$ cat config.mk
export PLATFORM = sky130hd
export DESIGN_NAME = i2c_master_bit_sequencer_core
export DESIGN_NICKNAME = d
export VERILOG_FILES = /design/src/rtl/i2cbs_pkg.sv /design/src/rtl/i2cbs_step.sv /design/src/rtl/i2c_master_bit_sequencer_core.sv
export SDC_FILE = /design/constraint.sdc
export NUM_CORES = 1
export LEC_CHECK = 0
export BUFFER_PORTS_ARGS = -buffer_cell sky130_fd_sc_hd__clkbuf_2
export CORE_MARGIN = 2
export CORE_UTILIZATION = 44
export CTS_CLUSTER_DIAMETER = 60
export CTS_CLUSTER_SIZE = 28
export DETAILED_ROUTE_END_ITERATION = 8
export PLACE_DENSITY = 0.61
export SLEW_MARGIN = 10
export SYNTH_ARGS = -nofsm -noshare
export SYNTH_HDL_FRONTEND = slang
export SYNTH_HIERARCHICAL = 1
export SYNTH_SLANG_ARGS = --single-unit
$ cat constraint.sdc
create_clock -name clk -period 5.8 [get_ports clk]
set_input_delay 1.16 -clock clk [delete_from_list [all_inputs] [get_ports clk]]
set_output_delay 1.16 -clock clk [all_outputs]
set_load 0.02 [all_outputs]
$ cat src/rtl/i2cbs_pkg.sv
// Shared types and constants for the I2C master bit sequencer.
`timescale 1ns / 1ps

package i2cbs_pkg;

	localparam logic [7:0] ACK_TIMEOUT = 8'd250;

	typedef enum logic [2:0] {
		FUNC_START = 3'd0,
		FUNC_STOP  = 3'd1,
		FUNC_SEND  = 3'd2,
		FUNC_WAIT  = 3'd3,
		FUNC_READ  = 3'd4
	} func_t;

	typedef enum logic [4:0] {
		PH_IDLE    = 5'd0,
		PH_ST_A    = 5'd1,
		PH_ST_B    = 5'd2,
		PH_ST_FIN  = 5'd3,
		PH_SP_A    = 5'd4,
		PH_SP_B    = 5'd5,
		PH_FIN     = 5'd6,
		PH_TX_A    = 5'd7,
		PH_TX_B    = 5'd8,
		PH_TX_C    = 5'd9,
		PH_RX_A    = 5'd10,
		PH_RX_B    = 5'd11,
		PH_AK_A    = 5'd12,
		PH_AK_B    = 5'd13,
		PH_RX_FIN  = 5'd14,
		PH_WA_A    = 5'd15,
		PH_WA_B    = 5'd16,
		PH_WA_POLL = 5'd17
	} phase_t;

	typedef struct packed {
		logic       cmd_valid;
		logic [2:0] func;
		logic [7:0] tx_byte;
		logic       send_ack;
		logic       sda_in;
	} i2cbs_in_t;

	typedef struct packed {
		logic       scl_level;
		logic       sda_level;
		logic       sda_drive;
		logic       busy_res;
		logic       done_res;
		logic [7:0] rx_byte;
		logic       ack_failed;
	} i2cbs_out_t;

	typedef struct packed {
		phase_t     phase;
		logic [2:0] delay_count;
		logic [3:0] bit_count;
		logic [7:0] shift_reg;
		logic [7:0] poll_count;
		logic       ack_choice;
		logic       scl;
		logic       sda;
		logic       drv;
		logic       fail_flag;
		logic [7:0] rx_byte;
	} i2cbs_state_t;

	// idle, counters clear, SCL and SDA high and driven
	localparam i2cbs_state_t STATE_RESET = '{
		phase:       PH_IDLE,
		delay_count: 3'd0,
		bit_count:   4'd0,
		shift_reg:   8'd0,
		poll_count:  8'd0,
		ack_choice:  1'b0,
		scl:         1'b1,
		sda:         1'b1,
		drv:         1'b1,
		fail_flag:   1'b0,
		rx_byte:     8'd0
	};

endpackage

$ cat src/rtl/i2cbs_step.sv
// One-tick next-state and result logic of the bit sequencer.
`timescale 1ns / 1ps

module i2cbs_step import i2cbs_pkg::*; (
	input  i2cbs_state_t cur,
	input  i2cbs_in_t    item,
	output i2cbs_state_t nxt,
	output i2cbs_out_t   res
);

	function automatic logic [2:0] hold_len(input phase_t p);
		unique case (p)
			PH_ST_A, PH_ST_B, PH_SP_A, PH_SP_B: hold_len = 3'd4;
			PH_TX_A, PH_TX_B, PH_TX_C, PH_RX_A, PH_AK_A, PH_AK_B: hold_len = 3'd2;
			default: hold_len = 3'd1;
		endcase
	endfunction

	always_comb begin
		i2cbs_state_t s;
		logic         done;
		s    = cur;
		done = 1'b0;

		// take a command only when idle
		if (s.phase == PH_IDLE && item.cmd_valid) begin
			s.delay_count = '0;
			unique case (item.func)
				FUNC_START: s.phase = PH_ST_A;
				FUNC_STOP:  s.phase = PH_SP_A;
				FUNC_SEND: begin
					s.shift_reg = item.tx_byte;
					s.bit_count = '0;
					s.phase     = PH_TX_A;
				end
				FUNC_WAIT: begin
					s.poll_count = '0;
					s.phase      = PH_WA_A;
				end
				FUNC_READ: begin
					s.ack_choice = item.send_ack;
					s.shift_reg  = '0;
					s.bit_count  = '0;
					s.phase      = PH_RX_A;
				end
				default: ;
			endcase
		end

		if (s.phase == PH_WA_POLL) begin
			if (!item.sda_in) begin
				s.scl       = 1'b0;
				s.fail_flag = 1'b0;
				done        = 1'b1;
				s.phase     = PH_IDLE;
			end else if (s.poll_count >= ACK_TIMEOUT) begin
				// timed out: flag and launch the stop timeline on this tick
				s.fail_flag   = 1'b1;
				s.phase       = PH_SP_A;
				s.drv         = 1'b1;
				s.scl         = 1'b0;
				s.sda         = 1'b0;
				s.delay_count = 3'd1;
			end else begin
				s.poll_count = s.poll_count + 8'd1;
			end
		end else if (s.phase != PH_IDLE) begin
			if (s.delay_count == '0) begin
				unique case (s.phase)
					PH_ST_A: begin
						s.drv = 1'b1; s.sda = 1'b1; s.scl = 1'b1;
					end
					PH_ST_B:   s.sda = 1'b0;
					PH_ST_FIN: begin
						s.scl = 1'b0; done = 1'b1;
					end
					PH_SP_A: begin
						s.drv = 1'b1; s.scl = 1'b0; s.sda = 1'b0;
					end
					PH_SP_B: begin
						s.scl = 1'b1; s.sda = 1'b1;
					end
					PH_FIN:    done = 1'b1;
					PH_TX_A: begin
						s.drv       = 1'b1;
						s.scl       = 1'b0;
						s.sda       = s.shift_reg[7];
						s.shift_reg = {s.shift_reg[6:0], 1'b0};
					end
					PH_TX_B:   s.scl = 1'b1;
					PH_TX_C:   s.scl = 1'b0;
					PH_RX_A: begin
						s.drv = 1'b0; s.scl = 1'b0;
					end
					PH_RX_B: begin
						s.scl       = 1'b1;
						s.shift_reg = {s.shift_reg[6:0], item.sda_in};
					end
					PH_AK_A: begin
						s.drv = 1'b1; s.scl = 1'b0; s.sda = ~s.ack_choice;
					end
					PH_AK_B:   s.scl = 1'b1;
					PH_RX_FIN: begin
						s.scl = 1'b0; s.rx_byte = s.shift_reg; done = 1'b1;
					end
					PH_WA_A: begin
						s.drv = 1'b0; s.sda = 1'b1;
					end
					PH_WA_B:   s.scl = 1'b1;
					default: ;
				endcase
			end
			s.delay_count = s.delay_count + 3'd1;
			if (s.delay_count >= hold_len(s.phase)) begin
				s.delay_count = '0;
				unique case (s.phase)
					PH_ST_A: s.phase = PH_ST_B;
					PH_ST_B: s.phase = PH_ST_FIN;
					PH_SP_A: s.phase = PH_SP_B;
					PH_SP_B: s.phase = PH_FIN;
					PH_TX_A: s.phase = PH_TX_B;
					PH_TX_B: s.phase = PH_TX_C;
					PH_TX_C: begin
						s.bit_count = s.bit_count + 4'd1;
						s.phase     = (s.bit_count >= 4'd8) ? PH_FIN : PH_TX_A;
					end
					PH_RX_A: s.phase = PH_RX_B;
					PH_RX_B: begin
						s.bit_count = s.bit_count + 4'd1;
						s.phase     = (s.bit_count >= 4'd8) ? PH_AK_A : PH_RX_A;
					end
					PH_AK_A: s.phase = PH_AK_B;
					PH_AK_B: s.phase = PH_RX_FIN;
					PH_WA_A: s.phase = PH_WA_B;
					PH_WA_B: s.phase = PH_WA_POLL;
					default: s.phase = PH_IDLE;
				endcase
			end
		end

		nxt            = s;
		res.scl_level  = s.scl;
		res.sda_level  = s.sda;
		res.sda_drive  = s.drv;
		res.busy_res   = (s.phase != PH_IDLE);
		res.done_res   = done;
		res.rx_byte    = s.rx_byte;
		res.ack_failed = s.fail_flag;
	end

endmodule

$ cat src/rtl/i2c_master_bit_sequencer_core.sv
// Top level of the I2C master bit sequencer: input stage, state and result register.
`timescale 1ns / 1ps
//
// Usage: feed one request per bus tick on the input channel (in_valid /
// in_ready / in_item). Each request carries the sampled SDA level and, if
// cmd_valid is set while the sequencer is idle, a command (start, stop,
// send byte, wait for acknowledge, read byte). Every request yields exactly
// one result on the output channel (out_valid / out_ready / out_item) with
// the SCL, SDA and SDA direction levels to drive after that tick, plus
// busy, done, the last received byte and the acknowledge failure flag.
// Path: a request is registered in the input register on acceptance, and
// its result is loaded into the result register once the output is free.
// Throughput: one request per cycle while the output is not stalled, set by
// the combinational step logic between the input register and the result register.
// Reset: SCL and SDA high and driven, idle, all counters and flags clear,
// no result pending.
// Stall: when out_ready is low the pending result holds and the input
// register keeps one request, so in_ready drops only while both are full.
//
module i2c_master_bit_sequencer_core import i2cbs_pkg::*; (
	input  logic       clk,
	input  logic       arst_n,
	input  logic       in_valid,
	output logic       in_ready,
	input  i2cbs_in_t  in_item,
	output logic       out_valid,
	input  logic       out_ready,
	output i2cbs_out_t out_item
);

	i2cbs_in_t    item_s1;
	logic         valid_s1;
	i2cbs_state_t state_q;
	i2cbs_state_t state_nxt;
	i2cbs_out_t   res;
	i2cbs_out_t   out_item_q;
	logic         out_valid_q;
	logic         advance;

	assign advance  = valid_s1 && (!out_valid_q || out_ready);
	assign in_ready = !valid_s1 || advance;

	i2cbs_step u_step (
		.cur  (state_q),
		.item (item_s1),
		.nxt  (state_nxt),
		.res  (res)
	);

	always_ff @(posedge clk or negedge arst_n) begin
		if (!arst_n) begin
			valid_s1 <= 1'b0;
		end else if (in_ready) begin
			valid_s1 <= in_valid;
		end
	end

	always_ff @(posedge clk) begin
		if (in_ready && in_valid) begin
			item_s1 <= in_item;
		end
	end

	always_ff @(posedge clk or negedge arst_n) begin
		if (!arst_n) begin
			state_q <= STATE_RESET;
		end else if (advance) begin
			state_q <= state_nxt;
		end
	end

	always_ff @(posedge clk or negedge arst_n) begin
		if (!arst_n) begin
			out_valid_q <= 1'b0;
		end else if (advance) begin
			out_valid_q <= 1'b1;
		end else if (out_ready) begin
			out_valid_q <= 1'b0;
		end
	end

	// load a new result only when the old one is gone
	always_ff @(posedge clk) begin
		if (advance) begin
			out_item_q <= res;
		end
	end

	assign out_valid = out_valid_q;
	assign out_item  = out_item_q;

endmodule

# Word level (Yosys, flattened, before mapping)
# Memories as Yosys holds them, arrays and structs flattened.
# Index checks and enable logic that the tools add are counted.
[word_totals]
mem_bits_ro = 48
mem_count = 1
ram_bits = 0
out_inout_bits = 16
in_bits = 18
register_bits = 71
latchBits = 0
[op_classes]
addsub = 3
magnitude_cmp = 3
div_mod_pow = 0
n_eq_ne = 21
bitwise = 1
shift = 0
reduce_logical = 21
multipliers = 0
mux = 46
[mem_list]
columns = ["name", "depth", "word_bits", "read_ports", "rd_clocked_by_memory_dff", "wr", "line", "rtl"]
rows = [
  ["(no name shown)", 16, 3, 1, 0, 0, "i2cbs_step.sv:12", "unique case (p)"],
]
[ops]
columns = ["op", "n"]
rows = [
  ["2-to-1 mux 8 bit", 11],
  ["one-hot mux 5 bit (13 select lines)", 1],
  ["== test 5 x 4 -> 1 bit, second input constant", 8],
  ["2-to-1 mux 29 bit", 1],
  ["one-hot mux 5 bit (5 select lines)", 1],
  ["2-to-1 mux 12 bit", 2],
  ["2-to-1 mux 3 bit", 8],
  ["one-hot mux 12 bit (2 select lines)", 1],
  ["== test 5 x 3 -> 1 bit, second input constant", 4],
  ["2-to-1 mux 20 bit", 1],
  ["one-hot mux 8 bit (2 select lines)", 1],
  ["2-to-1 mux 1 bit", 12],
  ["== test 5 x 2 -> 1 bit, second input constant", 2],
  ["== test 5 bit, second input constant", 2],
  ["nonzero test 5 bit", 2],
  ["adder 8 x 1 -> 8 bit, second input constant", 1],
  [">= comparator 8 bit, second input constant", 1],
  ["2-to-1 mux 4 bit", 2],
  ["OR reduction 7 bit", 1],
  ["== test 3 x 2 -> 1 bit, second input constant", 2],
  ["logical NOT 3 bit", 2],
  ["OR reduction 2 bit", 3],
  ["OR reduction 3 bit", 2],
  ["OR reduction 6 bit", 1],
  ["18 further kinds", 23],
]

# Depth between registers and ports, before layout
# An unclocked memory read counts as a cell.
[logic_depth]
ltp_word = 12
ltp_mapped = 17
depth_no_buf = 16

# Modules after synthesis
# The synthesis kept the hierarchy.
[modules_own_cells]
columns = ["mod", "cells_each", "area_each_um2", "instances"]
rows = [
  ["i2c_master_bit_sequencer_core", 123, 2628.8, 1],
  ["i2cbs_step", 268, 1890.6, 1],
]

# Least setup slack after synthesis
# No wires, ideal clock.
[synth_path]
path_kind = "register -> register"
start = "register state_q[36] in the netlist's numbering"
end = "register out_item_q, in the netlist out_item[10] (data pin)"
setup_time_ns = 0.272
setup_slack_ns = 1.718
arrival_ns = 3.810
path_stages_with_launch = 17
cell_sequence = "dfrtp_1 > or4b_4 > buf_6 > nor2_1 > a21oi_1 > ha_1 > nor2_1 > a21oi_1 > or3_1 > ha_1 > nand2_1 > o21a_1 > clkbuf_4 > o32ai_1 > o41ai_1 > a211o_1 > or4b_1"
[synth_rtl]
columns = ["element", "line", "rtl"]
rows = [
  ["start, declared", "i2c_master_bit_sequencer_core.sv:33", "i2cbs_state_t state_q;"],
  ["start signal, assigned", "i2c_master_bit_sequencer_core.sv:68", "state_q <= state_nxt;"],
  ["end signal, assigned", "i2c_master_bit_sequencer_core.sv:85", "out_item_q <= res;"],
  ["end, declared", "i2c_master_bit_sequencer_core.sv:36", "i2cbs_out_t out_item_q;"],
]

==> results.cfg <==
[die]
initial_core_util_pct = 45.8
rows = 36
ioPinCount = 34
die_h_um = 105
dieArea_um2 = 11100
core_area_um2 = 9860
fp.dieW_um = 105

[clocking]
cts.clk_slew.worst_paths_ps = 90
clkLatencyLatePin_ps = 370
holdBufCountCts = 0
cts_resized = 0
root_buffer = clkbuf_8
cts_tree = built
cts_buffers = 9
ctsLongestPathBuffers = 2
htreeDepth = 3
cts.sinks = 71
cts_setup_buffers = 0

[timing]
skew_ps = 11.3
slew_headroom_pct = 33.5
worst_pin_slew_ps = 990
fin_crit_ps = 4510
hold_violations = 0
fmaxAchievable_mhz = 222
finalSetupTns_ps = 0
fin_ws_ps = 1290
slew_violations = 0
finalCritPeriodShare_pct = 77.7
rsz0062_at_grt = false
setup_viol = 0

[power]
power_density_nw_per_um2 = 464
leakagePower_nw = 2.13
vdd_drop_max_v = 0.000214
finalPower_mw = 2.25

[drt]
wl_per_cell_um = 19.0
first_pass_iters = 5
drc_errors = 0
num_vias = 3085
via_per_inst = 5.64
ant_nets = 0
drt-initial-drc-count = 197
totalWireLength_mm = 10.4

[logic_synthesis]
synth_top_area_share_pct = 22.1
yosysWarnings = 6
yosys-top-cells-area = dfrtp_1 (22%), edfxtp_1 (19%), mux2_4 (13%), mux2_2 (4.0%), ha_1 (3.3%)
synth-main-ff-cell = dfrtp_1
async_flop_share_pct = 60.6
synth_edf_count = 28
synth_common_cells = dfrtp_1 (40), mux2_4 (39), edfxtp_1 (28)
synth_most_common_cell = dfrtp_1
ys_types = 76
yosysSeqAreaShare_pct = 42.5
netlist_area_um2 = 4520
syn-mean-instance-area_um2 = 11.6
synth_fp_nets = 421
yosys.area.top_type = dfrtp_1
ys_seq_elements = 71
netlist_instances = 391

[global_route]
gr-total-overflow = 0
grt-busiest-layer = met2
use_met2_pct = 30.0
grt_util_met3_pct = 4.76
grt_pass1_vias = 3005
grt_max_degree = 44
grt_antenna_before_repair = 0
met1_usage_pct = 27.7
grt.total_usage_pct = 20.1
grt_first_pass_wirelength_mm = 16.9

[outcome]
status = finished, final reports clean

[worst_setup_path]
criticalPathCategory = register to register
crit_fanout = 21
start_kind = register
critPathRequiredTime_ps = 5910
end_kind = register
crit_arrival_ps = 4620

[cells_and_area]
syn2layout_area_growth_pct = 7.34
fin_nets = 439
antenna_cells = 0
drive_above_1_share_pct = 31.9

[placed_design]
gp_congestion = 0.933
portBuffers = 33
dp_hpwl_mm = 7.25
pre_cts_ws_ps = 1360

[hold_path]
hold_path.class = register to register

[job]
drv.max_cap_violation_count = 0
[flip-flops by register name, summed over array words and instances, names as in the netlist]
register,count
item_s1,14
out_item,14
out_valid,1
state_q,41
valid_s1,1
[routing by layer]
metal | wire (um) | vias to the layer above
met5 | 0 | -
met4 | 240 | 0
li1 | - | 1466
met3 | 605 | 21
met1 | 4880 | 1502
met2 | 4690 | 96
[critical path, stage by stage, from the launching register on]
cell       delay [ps]
dfrtp_1           370
buf_4             200
or4b_4            620
nor2_1            200
a21oi_1           180
ha_1              320
nor2_1            100
a21oi_1            40
or3_1             310
ha_1              300
a21oi_1           190
o21ai_0           160
o2111ai_1         310
o211ai_2          180
a211o_1           280
or4b_1            480
[per-stage QoR]
step	hold WS, ps	instances	utilization [%]	area, um2
after CTS	514	547	49.2	4850
after floorplan	474	391	-	4520
after global placement	488	531	46.9	4630
final	515	547	49.2	4850
after global routing	522	547	49.2	4850
after detailed placement	492	531	46.9	4630
[power by group]
part	internal [mW]	total [mW]	leakage (nW)	switching [mW]
Combinational	0.463	1.11	1.19	0.649
Clock	0.245	0.450	0.107	0.205
Sequential	0.630	0.689	0.835	0.0584
Total	1.34	2.25	2.13	0.912
[final cells by class]
class | instances | area [um2]
repair buffers | 36 | 188
clock buffers | 10 | 128
multi-input cells | 276 | 2300
well taps | 133 | 166
fillers | 889 | 5010
flip-flops and latches | 71 | 1920
inverters | 15 | 56.3
clock inverters | 6 | 93.8
[cells by family (layout without fill, tap and decap cells)]
kind of cell	Yosys count	count (layout)	share of synthesized area (%)
compound gates	90	90	14.2
xor+xnor	12	12	2.33
fa+ha+maj	12	12	3.32
buf+inv	44	67	6.64
flops	71	71	42.5
mux	57	57	17.4
simple gates	105	105	13.6
[layout by cell type (no fill, tap or decap), types with 3 or more instances in the layout]
| cell type | netlist | routed |
|---|---|---|
| dfstp_2 | 3 | 3 |
| nand2b_1 | 4 | 4 |
| a211o_1 | 4 | 4 |
| mux2_4 | 39 | 39 |
| buf_4 | 12 | 3 |
| inv_1 | 15 | 15 |
| o221ai_1 | 3 | 3 |
| and2_1 | 5 | 5 |
| nor2b_1 | 4 | 4 |
| a21oi_1 | 18 | 18 |
| nand2_1 | 25 | 25 |
| clkbuf_8 | 2 | 9 |
| ha_1 | 12 | 12 |
| clkbuf_2 | 1 | 33 |
| a211oi_1 | 3 | 3 |
| a31oi_1 | 5 | 5 |
| xor2_1 | 6 | 6 |
| nand3_1 | 5 | 5 |
| mux2_2 | 16 | 16 |
| nor3_1 | 7 | 7 |
| xnor2_1 | 6 | 6 |
| nor2_1 | 27 | 27 |
| or3_1 | 4 | 4 |
| o21ai_0 | 17 | 17 |
| edfxtp_1 | 28 | 28 |
| dfrtp_1 | 40 | 40 |
| a22o_1 | 8 | 8 |
[final timing paths]
check                                 start           end  slack (ps)  cells after the start
worst max-delay path            state_q[40]  out_item[10]        1290                     15
worst min-delay path            state_q[12]   state_q[12]         520                      1
worst max register to register  state_q[40]  out_item[10]        1290                     15
worst min register to register  state_q[12]   state_q[12]         520                      1
max in group asynchronous            arst_n   state_q[33]        4520                      2
min in group asynchronous            arst_n   state_q[37]         860                      2
No activity file was read; power rests on OpenSTA's default activity.
